==> config.mk <==
export PLATFORM = sky130hd
export DESIGN_NAME = indexed_min_heap_counter_table_core
export DESIGN_NICKNAME = d
export VERILOG_FILES = /design/src/rtl/imhc_pkg.sv /design/src/rtl/imhc_ram.sv /design/src/rtl/indexed_min_heap_counter_table_core.sv
export VERILOG_INCLUDE_DIRS = /design/src /design/src/rtl
export SDC_FILE = /design/constraint.sdc
export NUM_CORES = 2
export LEC_CHECK = 0
export ABC_AREA = 1
export BUFFER_PORTS_ARGS = -buffer_cell sky130_fd_sc_hd__buf_4
export CAP_MARGIN = 10
export CORE_MARGIN = 3
export CORE_UTILIZATION = 32
export CTS_CLUSTER_SIZE = 16
export DETAILED_ROUTE_END_ITERATION = 10
export SETUP_SLACK_MARGIN = 0.3
export SYNTH_ARGS = -nofsm -noshare
export SYNTH_HDL_FRONTEND = slang
export SYNTH_SLANG_ARGS = --single-unit
export TNS_END_PERCENT = 10
==> constraint.sdc <==
create_clock -name clk -period 7.8 [get_ports clk]
set_clock_uncertainty 0.05 [all_clocks]
set_input_delay 1.17 -clock clk [delete_from_list [all_inputs] [get_ports clk]]
set_output_delay 1.17 -clock clk [all_outputs]
set_load 0.005 [all_outputs]
==> src/rtl/indexed_min_heap_counter_table_core_macros.svh <==
// ----------------------------------------------------------------------------
// Assertion macros for the heap counter table
// Shared concurrent assertion forms, clocked on clk, off while arst_n is low.
// ----------------------------------------------------------------------------
`ifndef INDEXED_MIN_HEAP_COUNTER_TABLE_CORE_MACROS_SVH
`define INDEXED_MIN_HEAP_COUNTER_TABLE_CORE_MACROS_SVH

// same-cycle implication
`define IMHC_ASSERT_NOW(label, ante, cons, msg) \
	label: assert property (@(posedge clk) disable iff (!arst_n) (ante) |-> (cons)) \
		else $error(msg);

// next-cycle implication
`define IMHC_ASSERT_NEXT(label, ante, cons, msg) \
	label: assert property (@(posedge clk) disable iff (!arst_n) (ante) |=> (cons)) \
		else $error(msg);

`endif

==> src/rtl/imhc_pkg.sv <==
// ----------------------------------------------------------------------------
// imhc_pkg
// Constants, opcodes and status codes of the heap counter table.
// ----------------------------------------------------------------------------
package imhc_pkg;

	// default sizes
	localparam int ENTRIES_DEF    = 32;
	localparam int KEY_BITS_DEF   = 8;
	localparam int COUNT_BITS_DEF = 16;

	// fixed limits
	localparam int MAX_RESULTS = 32;
	localparam int STAMP_BITS  = 32;

	// field widths on the ports
	localparam int IN_KEY_BITS    = 8;
	localparam int AMT_BITS       = 8;
	localparam int IN_DATA_BITS   = 16;
	localparam int IN_USER_BITS   = 2;
	localparam int OUT_KEY_BITS   = 8;
	localparam int OUT_COUNT_BITS = 16;
	localparam int OUT_DATA_BITS  = 24;
	localparam int OUT_USER_BITS  = 3;

	// opcodes
	localparam logic [1:0] OP_ADD  = 2'd0;
	localparam logic [1:0] OP_SUB  = 2'd1;
	localparam logic [1:0] OP_LIST = 2'd2;
	localparam logic [1:0] OP_TRIM = 2'd3;

	// status codes
	localparam logic [2:0] ST_UPDATED  = 3'd0;
	localparam logic [2:0] ST_INSERTED = 3'd1;
	localparam logic [2:0] ST_REMOVED  = 3'd2;
	localparam logic [2:0] ST_NOTFOUND = 3'd3;
	localparam logic [2:0] ST_FULL     = 3'd4;

endpackage

==> src/rtl/imhc_ram.sv <==
// ----------------------------------------------------------------------------
// imhc_ram
// Generic simple dual-port RAM: one write port, one read port, registered read.
// ----------------------------------------------------------------------------
module imhc_ram #(
	parameter int WIDTH = 8,
	parameter int DEPTH = 32
) (
	input  logic                     clk,
	input  logic                     we,
	input  logic [$clog2(DEPTH)-1:0] waddr,
	input  logic [WIDTH-1:0]         wdata,
	input  logic [$clog2(DEPTH)-1:0] raddr,
	output logic [WIDTH-1:0]         rdata
);

	logic [WIDTH-1:0] mem [DEPTH];

	// write port
	always_ff @(posedge clk) begin
		if (we) begin
			mem[waddr] <= wdata;
		end
	end

	// registered read
	always_ff @(posedge clk) begin
		rdata <= mem[raddr];
	end

endmodule

==> src/rtl/indexed_min_heap_counter_table_core.sv <==
// ----------------------------------------------------------------------------
// indexed_min_heap_counter_table_core
// Binary min-heap of keyed counters held in one RAM, ordered by count then
// by change stamp. Add, subtract, list smallest and trim smallest.
// ----------------------------------------------------------------------------
//  channel | dir | tdata                    | tuser       | tlast
//  s_*     | in  | key[7:0], amount[15:8]   | op[1:0]     | -
//  m_*     | out | entry_key[7:0],          | status[2:0] | last result
//          |     | entry_count[23:8]        |             |
//
//  One item at a time. A key lookup scans the occupied slots one by one, and a
//  sift walks the heap one level at a time, all through the one RAM read port.
//  List and trim scan the table once per reported entry; trim then does a
//  lookup and sift per key.
//  Reset clears the occupancy, the stamp and control; the RAM is not cleared.
//  A stalled result holds the sequencer until it is taken.
// ----------------------------------------------------------------------------
`include "indexed_min_heap_counter_table_core_macros.svh"

module indexed_min_heap_counter_table_core #(
	parameter int ENTRIES    = imhc_pkg::ENTRIES_DEF,
	parameter int KEY_BITS   = imhc_pkg::KEY_BITS_DEF,
	parameter int COUNT_BITS = imhc_pkg::COUNT_BITS_DEF
) (
	input  logic                               clk,
	input  logic                               arst_n,
	input  logic                               s_tvalid,
	output logic                               s_tready,
	input  logic [imhc_pkg::IN_DATA_BITS-1:0]  s_tdata,  // key, amount
	input  logic [imhc_pkg::IN_USER_BITS-1:0]  s_tuser,  // op
	output logic                               m_tvalid,
	input  logic                               m_tready,
	output logic [imhc_pkg::OUT_DATA_BITS-1:0] m_tdata,  // entry_key, entry_count
	output logic [imhc_pkg::OUT_USER_BITS-1:0] m_tuser,  // status
	output logic                               m_tlast
);

	import imhc_pkg::*;

	localparam int IW = $clog2(ENTRIES);
	localparam int OW = $clog2(ENTRIES + 1);
	localparam int NW = $clog2(MAX_RESULTS + 1);
	localparam int LW = $clog2(MAX_RESULTS);
	localparam int SW = (COUNT_BITS > AMT_BITS) ? COUNT_BITS : AMT_BITS;
	localparam int EW = KEY_BITS + COUNT_BITS + STAMP_BITS;

	typedef struct packed {
		logic [KEY_BITS-1:0]   key;
		logic [COUNT_BITS-1:0] count;
		logic [STAMP_BITS-1:0] stamp;
	} entry_t;

	typedef enum logic [13:0] {
		S_IDLE  = 14'b00000000000001,
		S_F_RD  = 14'b00000000000010,
		S_F_CK  = 14'b00000000000100,
		S_RM_RD = 14'b00000000001000,
		S_RM_CK = 14'b00000000010000,
		S_UP_RD = 14'b00000000100000,
		S_UP_CK = 14'b00000001000000,
		S_DN_RL = 14'b00000010000000,
		S_DN_RR = 14'b00000100000000,
		S_DN_CK = 14'b00001000000000,
		S_SL_RD = 14'b00010000000000,
		S_SL_CK = 14'b00100000000000,
		S_EMIT  = 14'b01000000000000,
		S_SPARE = 14'b10000000000000
	} state_t;

	// heap order: smaller count first, then older stamp
	function automatic logic before_f(input entry_t a, input entry_t b);
		if (a.count == b.count) begin
			return a.stamp < b.stamp;
		end
		return a.count < b.count;
	endfunction

	state_t                state_q;
	logic [1:0]            op_q;
	logic [KEY_BITS-1:0]   key_q;
	logic [AMT_BITS-1:0]   amt_q;
	logic [OW-1:0]         occ_q;
	logic [STAMP_BITS-1:0] stamp_q;
	logic [OW-1:0]         idx_q;
	logic [IW-1:0]         pos_q;
	entry_t                cur_q;
	entry_t                lft_q;
	entry_t                best_q;
	logic [IW-1:0]         best_idx_q;
	logic                  have_best_q;
	logic [ENTRIES-1:0]    taken_q;
	logic [NW-1:0]         cnt_q;
	logic [NW-1:0]         n_q;
	logic [KEY_BITS-1:0]   klist_q [MAX_RESULTS];
	logic                  up_try_q;
	logic [KEY_BITS-1:0]   res_key_q;
	logic [COUNT_BITS-1:0] res_cnt_q;
	logic [2:0]            res_st_q;
	logic                  res_last_q;
	logic                  m_valid_q;
	logic [OUT_KEY_BITS-1:0]   m_key_q;
	logic [OUT_COUNT_BITS-1:0] m_cnt_q;
	logic [2:0]            m_st_q;
	logic                  m_last_q;
	logic                  wr_en_q;
	logic [IW-1:0]         wr_addr_q;
	entry_t                wr_data_q;

	logic [IW-1:0]         ram_raddr;
	logic [EW-1:0]         ram_rdata;
	entry_t                rd_e;
	logic [KEY_BITS-1:0]   srch_key;
	logic [IW-1:0]         par_idx;
	logic [IW+1:0]         lch_w;
	logic [IW+1:0]         rch_w;
	logic                  l_ok;
	logic                  r_ok;
	logic [COUNT_BITS-1:0] add_cnt;
	logic [COUNT_BITS-1:0] sub_cnt;
	logic                  trim_last;
	logic [8:0]            amt9;
	logic [8:0]            lim9;
	logic [8:0]            neff9;
	logic                  out_free;
	logic                  dn_ml;
	logic                  dn_c2;

	imhc_ram #(
		.WIDTH(EW),
		.DEPTH(ENTRIES)
	) u_ram (
		.clk  (clk),
		.we   (wr_en_q),
		.waddr(wr_addr_q),
		.wdata(wr_data_q),
		.raddr(ram_raddr),
		.rdata(ram_rdata)
	);

	// heap geometry and arithmetic on the slot just read
	assign rd_e      = entry_t'(ram_rdata);
	assign srch_key  = (op_q == OP_TRIM) ? klist_q[cnt_q[LW-1:0]] : key_q;
	assign par_idx   = IW'((pos_q - 1'b1) >> 1);
	assign lch_w     = (IW+2)'({pos_q, 1'b1});
	assign rch_w     = lch_w + 1'b1;
	assign l_ok      = lch_w < (IW+2)'(occ_q);
	assign r_ok      = rch_w < (IW+2)'(occ_q);
	assign add_cnt   = (rd_e.count == '1) ? rd_e.count : rd_e.count + 1'b1;
	assign sub_cnt   = (SW'(rd_e.count) > SW'(amt_q)) ?
		COUNT_BITS'(SW'(rd_e.count) - SW'(amt_q)) : '0;
	assign trim_last = (NW'(cnt_q + 1'b1) == n_q);
	assign out_free  = !m_valid_q || m_tready;
	assign dn_ml     = !before_f(cur_q, lft_q);
	assign dn_c2     = !before_f(dn_ml ? lft_q : cur_q, rd_e);

	// entries to report for list and trim
	assign amt9  = 9'(s_tdata[15:8]);
	assign lim9  = (9'(occ_q) < 9'(MAX_RESULTS)) ? 9'(occ_q) : 9'(MAX_RESULTS);
	assign neff9 = (amt9 < lim9) ? amt9 : lim9;

	// read address by state
	always_comb begin
		case (state_q)
			S_F_RD, S_SL_RD: ram_raddr = IW'(idx_q);
			S_RM_RD:         ram_raddr = IW'(occ_q);
			S_UP_RD:         ram_raddr = par_idx;
			S_DN_RL:         ram_raddr = IW'(lch_w);
			S_DN_RR:         ram_raddr = IW'(rch_w);
			default:         ram_raddr = '0;
		endcase
	end

	// payload registers
	always_ff @(posedge clk) begin
		wr_addr_q <= pos_q;
		wr_data_q <= cur_q;
		case (state_q)
			S_IDLE: begin
				op_q  <= s_tuser;
				key_q <= KEY_BITS'(s_tdata[7:0]);
				amt_q <= s_tdata[15:8];
				n_q   <= NW'(neff9);
				res_key_q <= '0;
				res_cnt_q <= '0;
				res_st_q  <= ST_NOTFOUND;
			end
			S_F_RD: begin
				res_key_q <= srch_key;
				res_cnt_q <= '0;
				if (op_q == OP_ADD && occ_q == OW'(ENTRIES)) begin
					res_st_q <= ST_FULL;
				end else if (op_q == OP_ADD) begin
					cur_q     <= '{key: srch_key, count: COUNT_BITS'(1), stamp: stamp_q};
					pos_q     <= IW'(occ_q);
					res_cnt_q <= COUNT_BITS'(1);
					res_st_q  <= ST_INSERTED;
				end else begin
					res_st_q <= ST_NOTFOUND;
				end
			end
			S_F_CK: begin
				res_key_q <= srch_key;
				pos_q     <= IW'(idx_q);
				if (op_q == OP_ADD) begin
					cur_q     <= '{key: srch_key, count: add_cnt, stamp: stamp_q};
					res_cnt_q <= add_cnt;
					res_st_q  <= ST_UPDATED;
				end else if (amt_q == '0) begin
					res_cnt_q <= rd_e.count;
					res_st_q  <= ST_UPDATED;
				end else begin
					cur_q     <= '{key: srch_key, count: sub_cnt, stamp: stamp_q};
					res_cnt_q <= sub_cnt;
					res_st_q  <= (sub_cnt == '0) ? ST_REMOVED : ST_UPDATED;
				end
			end
			S_RM_CK: cur_q <= rd_e;
			// parent moves down only when the moving entry goes above it
			S_UP_CK: begin
				if (before_f(cur_q, rd_e)) begin
					wr_data_q <= rd_e;
					pos_q     <= par_idx;
				end
			end
			// lone left child moves up only when it wins
			S_DN_RR: begin
				lft_q <= rd_e;
				if (!r_ok && !before_f(cur_q, rd_e)) begin
					wr_data_q <= rd_e;
					pos_q     <= IW'(lch_w);
				end
			end
			S_DN_CK: begin
				if (dn_c2) begin
					wr_data_q <= rd_e;
					pos_q     <= IW'(rch_w);
				end else if (dn_ml) begin
					wr_data_q <= lft_q;
					pos_q     <= IW'(lch_w);
				end
			end
			S_SL_RD: begin
				if (idx_q >= occ_q) begin
					klist_q[cnt_q[LW-1:0]] <= best_q.key;
					res_key_q <= best_q.key;
					res_cnt_q <= best_q.count;
					res_st_q  <= ST_UPDATED;
				end
			end
			S_SL_CK: begin
				if (!have_best_q || before_f(rd_e, best_q)) begin
					best_q     <= rd_e;
					best_idx_q <= IW'(idx_q);
				end
			end
			default: begin
			end
		endcase
		if (state_q == S_EMIT && out_free) begin
			m_key_q  <= OUT_KEY_BITS'(res_key_q);
			m_cnt_q  <= OUT_COUNT_BITS'(res_cnt_q);
			m_st_q   <= res_st_q;
			m_last_q <= res_last_q;
		end
	end

	// sequencer and control state
	always_ff @(posedge clk or negedge arst_n) begin
		if (!arst_n) begin
			state_q     <= S_IDLE;
			occ_q       <= '0;
			stamp_q     <= '0;
			idx_q       <= '0;
			cnt_q       <= '0;
			have_best_q <= 1'b0;
			taken_q     <= '0;
			up_try_q    <= 1'b0;
			res_last_q  <= 1'b0;
			m_valid_q   <= 1'b0;
			wr_en_q     <= 1'b0;
		end else begin
			wr_en_q <= 1'b0;
			if (m_valid_q && m_tready) begin
				m_valid_q <= 1'b0;
			end
			case (state_q)
				S_IDLE: begin
					if (s_tvalid) begin
						idx_q       <= '0;
						cnt_q       <= '0;
						taken_q     <= '0;
						have_best_q <= 1'b0;
						up_try_q    <= 1'b0;
						res_last_q  <= 1'b1;
						if (s_tuser == OP_ADD || s_tuser == OP_SUB) begin
							state_q <= S_F_RD;
						end else if (neff9 == '0) begin
							state_q <= S_EMIT;
						end else begin
							state_q <= S_SL_RD;
						end
					end
				end
				// key lookup
				S_F_RD: begin
					if (idx_q >= occ_q) begin
						res_last_q <= (op_q != OP_TRIM) || trim_last;
						if (op_q == OP_ADD && occ_q != OW'(ENTRIES)) begin
							occ_q    <= occ_q + 1'b1;
							stamp_q  <= stamp_q + 1'b1;
							up_try_q <= 1'b0;
							state_q  <= S_UP_RD;
						end else begin
							state_q <= S_EMIT;
						end
					end else begin
						state_q <= S_F_CK;
					end
				end
				S_F_CK: begin
					if (rd_e.key != srch_key) begin
						idx_q   <= idx_q + 1'b1;
						state_q <= S_F_RD;
					end else begin
						res_last_q <= (op_q != OP_TRIM) || trim_last;
						if (op_q == OP_ADD) begin
							stamp_q <= stamp_q + 1'b1;
							state_q <= S_DN_RL;
						end else if (amt_q == '0) begin
							state_q <= S_EMIT;
						end else begin
							stamp_q <= stamp_q + 1'b1;
							if (sub_cnt != '0) begin
								up_try_q <= 1'b0;
								state_q  <= S_UP_RD;
							end else begin
								occ_q <= occ_q - 1'b1;
								if (idx_q == occ_q - 1'b1) begin
									state_q <= S_EMIT;
								end else begin
									state_q <= S_RM_RD;
								end
							end
						end
					end
				end
				// removal: last slot moves into the hole
				S_RM_RD: state_q <= S_RM_CK;
				S_RM_CK: begin
					if (pos_q == '0) begin
						state_q <= S_DN_RL;
					end else begin
						up_try_q <= 1'b1;
						state_q  <= S_UP_RD;
					end
				end
				// sift toward the root
				S_UP_RD: begin
					if (pos_q == '0) begin
						if (up_try_q) begin
							up_try_q <= 1'b0;
							state_q  <= S_DN_RL;
						end else begin
							wr_en_q <= 1'b1;
							state_q <= S_EMIT;
						end
					end else begin
						state_q <= S_UP_CK;
					end
				end
				S_UP_CK: begin
					if (before_f(cur_q, rd_e)) begin
						wr_en_q  <= 1'b1;
						up_try_q <= 1'b0;
						state_q  <= S_UP_RD;
					end else if (up_try_q) begin
						up_try_q <= 1'b0;
						state_q  <= S_DN_RL;
					end else begin
						wr_en_q <= 1'b1;
						state_q <= S_EMIT;
					end
				end
				// sift toward the leaves
				S_DN_RL: begin
					if (!l_ok) begin
						wr_en_q <= 1'b1;
						state_q <= S_EMIT;
					end else begin
						state_q <= S_DN_RR;
					end
				end
				S_DN_RR: begin
					if (r_ok) begin
						state_q <= S_DN_CK;
					end else if (!before_f(cur_q, rd_e)) begin
						wr_en_q <= 1'b1;
						state_q <= S_DN_RL;
					end else begin
						wr_en_q <= 1'b1;
						state_q <= S_EMIT;
					end
				end
				S_DN_CK: begin
					wr_en_q <= 1'b1;
					if (dn_c2 || dn_ml) begin
						state_q <= S_DN_RL;
					end else begin
						state_q <= S_EMIT;
					end
				end
				// selection scan for list and trim
				S_SL_RD: begin
					if (idx_q >= occ_q) begin
						taken_q[best_idx_q] <= 1'b1;
						idx_q       <= '0;
						have_best_q <= 1'b0;
						if (op_q == OP_LIST) begin
							res_last_q <= trim_last;
							cnt_q      <= cnt_q + 1'b1;
							state_q    <= S_EMIT;
						end else if (trim_last) begin
							cnt_q   <= '0;
							state_q <= S_F_RD;
						end else begin
							cnt_q <= cnt_q + 1'b1;
						end
					end else if (taken_q[IW'(idx_q)]) begin
						idx_q <= idx_q + 1'b1;
					end else begin
						state_q <= S_SL_CK;
					end
				end
				S_SL_CK: begin
					have_best_q <= 1'b1;
					idx_q       <= idx_q + 1'b1;
					state_q     <= S_SL_RD;
				end
				// hand a result to the output register
				S_EMIT: begin
					if (out_free) begin
						m_valid_q <= 1'b1;
						idx_q     <= '0;
						if (res_last_q) begin
							state_q <= S_IDLE;
						end else if (op_q == OP_LIST) begin
							state_q <= S_SL_RD;
						end else begin
							cnt_q   <= cnt_q + 1'b1;
							state_q <= S_F_RD;
						end
					end
				end
				default: state_q <= S_IDLE;
			endcase
		end
	end

	assign s_tready = (state_q == S_IDLE);
	assign m_tvalid = m_valid_q;
	assign m_tdata  = {m_cnt_q, m_key_q};
	assign m_tuser  = m_st_q;
	assign m_tlast  = m_last_q;

	`IMHC_ASSERT_NOW(a_occ_max, 1'b1, occ_q <= OW'(ENTRIES), "occupancy above table size")
	`IMHC_ASSERT_NOW(a_wr_range, wr_en_q, OW'(wr_addr_q) < occ_q, "write outside occupied slots")
	`IMHC_ASSERT_NEXT(a_busy, s_tvalid && s_tready, !s_tready, "sequencer stayed idle after accept")
	`IMHC_ASSERT_NEXT(a_stamp_step, 1'b1, (stamp_q == $past(stamp_q)) || (stamp_q == $past(stamp_q) + 32'd1), "stamp moved by more than one")

endmodule

==> results.toml <==
[worst_setup_path]
crit_path_end_kind = "flop"
start_kind = "flop"
crit_type = "reg -> reg"
cp_max_fo = 65
critPathArrivalTime_ns = 6.80
rrSetupSlack_ns = 1.66
cp.required_ns = 8.45

[floorplan]
start_util = 0.323
ios = 52
coreArea_sq_um = 341000
fp.dieW_microns = 592
floorplan.die_area_sq_um = 351000
row_count = 214
die_y_microns = 592

[timing]
maxSlewViolCount = 0
max_freq_mhz = 163
tightest_slew_ns = 1.26
setup_slack_ns = 1.66
min_period_ns = 6.14
rsz0062_at_grt = "false"
setup_total_negative_slack_ns = 0
whs_ns = 0.283
setup_viol = 0
max-slew-margin-rel = 0.158
min_period_over_period = 0.788
hold_viol_final = 0

[place]
dp.cells = 12717
hpwl_microns = 175000
io_buffers = 51
place_ws_ns = 1.77
place.gp.congestion = 0.912

[yosys]
synth_edf_count = 2305
async_flop_share = 0.0397
syn_inst = 8418
synth_common_cells = "edfxtp_1 (2305), nand2_1 (1246), o211ai_1 (553)"
avgSynthCellArea_sq_um = 13.1
ys_seq_area_frac = 0.673
synth-xor-area-share = 0.00613
synth-seq-cells = 2522
ys.flop_type = "edfxtp_1"
ys_warn_count = 0
syn-num-nets = 8670
synth_most_common_cell = "edfxtp_1"
synth-compound-area-share = 0.0891
synth_top_area_share = 0.629
synthMuxAreaShare = 0.0873
netlist_area_sq_um = 110000
yosys.area.top_type = "edfxtp_1"
synth_top_family_by_area = "compound AO/OA/AOI/OAI gates"
synthAdderAreaFrac = 0.0262
yosys.area_share.simple = 0.0823
synth_cell_types = 70
synthTopCellsByArea = "edfxtp_1 (63%), mux2_2 (4.7%), nand2_1 (4.2%)"

[status]
outcome = "finished clean"

[clock_tree]
cts_tree = "built"
postCtsSetupRepairBufs = 0
cts_resized = 0
root_buffer = "clkbuf_16"
htree_levels = 5
numCtsBuffers = 274
path_clk_slew_ns = 0.06
insertion_delay_ns = 0.86
cts_hold_buf = 0
cts_sinks = 2522
cts.path.max_buffers = 4

[route]
postRouteAntennaNets = 0
routed_via_density = 5.25
first_iter_violations = 7000
routedWlPerCell_microns = 23.4
dr.pass1.iters = 6
routed_wl_microns = 309000
drc = 0
num_vias = 69327

[layout]
area_delta_synth_final_pct = 13.4
final_cells = 13211
nFillCells = 32460
drive_gt1_frac = 0.132
fin_nets = 8715

[global_routing]
first_global_vias = 68041
antenna_found_initial = 6
grt_max_degree = 154
grt_pass1_wl_microns = 454000
grt_usage = 0.171
gr-total-overflow = 0

[power]
ir_worst_vdd_uv = 224
power.density_nw_per_um2 = 275
total_power_mw = 34.3
p_leak_nw = 46.1

[flow_run]
cap_violations = 0

[min_path]
hold_class = "in -> async"
## kinds of logic after synthesis
family,count (synthesis)
fa+ha+maj,230
compound gates,1567
xor+xnor,77
buf+inv,953
simple gates,2166
flops,2522
mux,903
## power breakdown
| group | total, mW | internal [mW] | switching [mW] |
|---|---|---|---|
| registers | 16.3 | 15.6 | 0.714 |
| clock network | 12.7 | 7.40 | 5.31 |
| logic | 5.32 | 1.67 | 3.65 |
| total | 34.3 | 24.7 | 9.67 |
## stage by stage
stage | util | cell area (sq um)
6_report | 0.366 | 125000
2_1_floorplan | - | 110000
4_1_cts | 0.365 | 125000
3_5_place_dp | 0.340 | 116000
3_3_place_gp | 0.340 | 116000
5_1_grt | 0.366 | 125000
## registers in the layout, indices dropped and copies added, names as in the netlist, 16 cells and up
register / count
u_ram.mem: 1792
klist_q: 256
best_q: 56
cur_q: 56
lft_q: 56
u_ram.rdata: 56
wr_data_q: 56
stamp_q: 32
taken_q: 32
m_cnt_q: 16
res_cnt_q: 16
## final timing paths
check                           endpoint  cells past startpoint         start
min                          taken_q[21]                      1        arst_n
max reg2reg                wr_data_q[22]                     25     cur_q[15]
min reg2reg                   m_key_q[7]                      0  res_key_q[7]
min in group clk              m_key_q[7]                      0  res_key_q[7]
max in group asynchronous    stamp_q[31]                      2        arst_n
max                        wr_data_q[22]                     25     cur_q[15]
## critical path: stages (launching register included)
cell and delay, ns:
edfxtp_1 0.51, ha_1 0.35, nand2_1 0.08, inv_1 0.06, nand3_1 0.10, nor3_1 0.30, nand2_1 0.10, nand2_1 0.11
nand2_1 0.14, nand2_1 0.15, nand2_4 0.39, o21ai_0 0.44, ha_1 0.30, nand2_1 0.07, inv_1 0.06, nand3_1 0.07
a31oi_1 0.08, a2111oi_0 0.79, nand2_1 0.22, nand2_1 0.14, nand2_2 0.07, nand2_2 0.59, buf_4 0.45, nand2_1 0.09
nand3_1 0.09, nand4_1 0.12
## metal layers
layer,wire (microns),global-route usage
met5,0,0
met4,10300,0.0571
met3,19700,0.0219
met2,142000,0.272
met1,137000,0.240
## area by class of cell
cell class / count / area [sq um] / share of cell area
diodes: 3 / 7.51 / 0.0000602
inverters: 503 / 1900 / 0.0152
repair buffers: 219 / 1990 / 0.0160
multi-input cells: 4943 / 32400 / 0.260
clock buffers: 348 / 7430 / 0.0596
flip-flops and latches: 2522 / 74100 / 0.594
well taps: 4536 / 5680 / 0.0455
clock inverters: 137 / 1260 / 0.0101
## layout by cell type (no fill, tap or decap), types with 62 or more instances in the layout
cell / n
a21oi_1: 188
nor3_1: 62
mux2_2: 455
nor2_1: 362
mux2i_1: 448
nand2_1: 1241
o21ai_0: 534
o21a_1: 62
buf_4: 192
dfrtp_1: 98
nand4_1: 100
ha_1: 229
inv_1: 483
clkbuf_16: 281
o22ai_1: 72
o211ai_1: 553
nand3_1: 296
edfxtp_1: 2305
dfxtp_1: 117
Power figures use the tool's default switching activity.
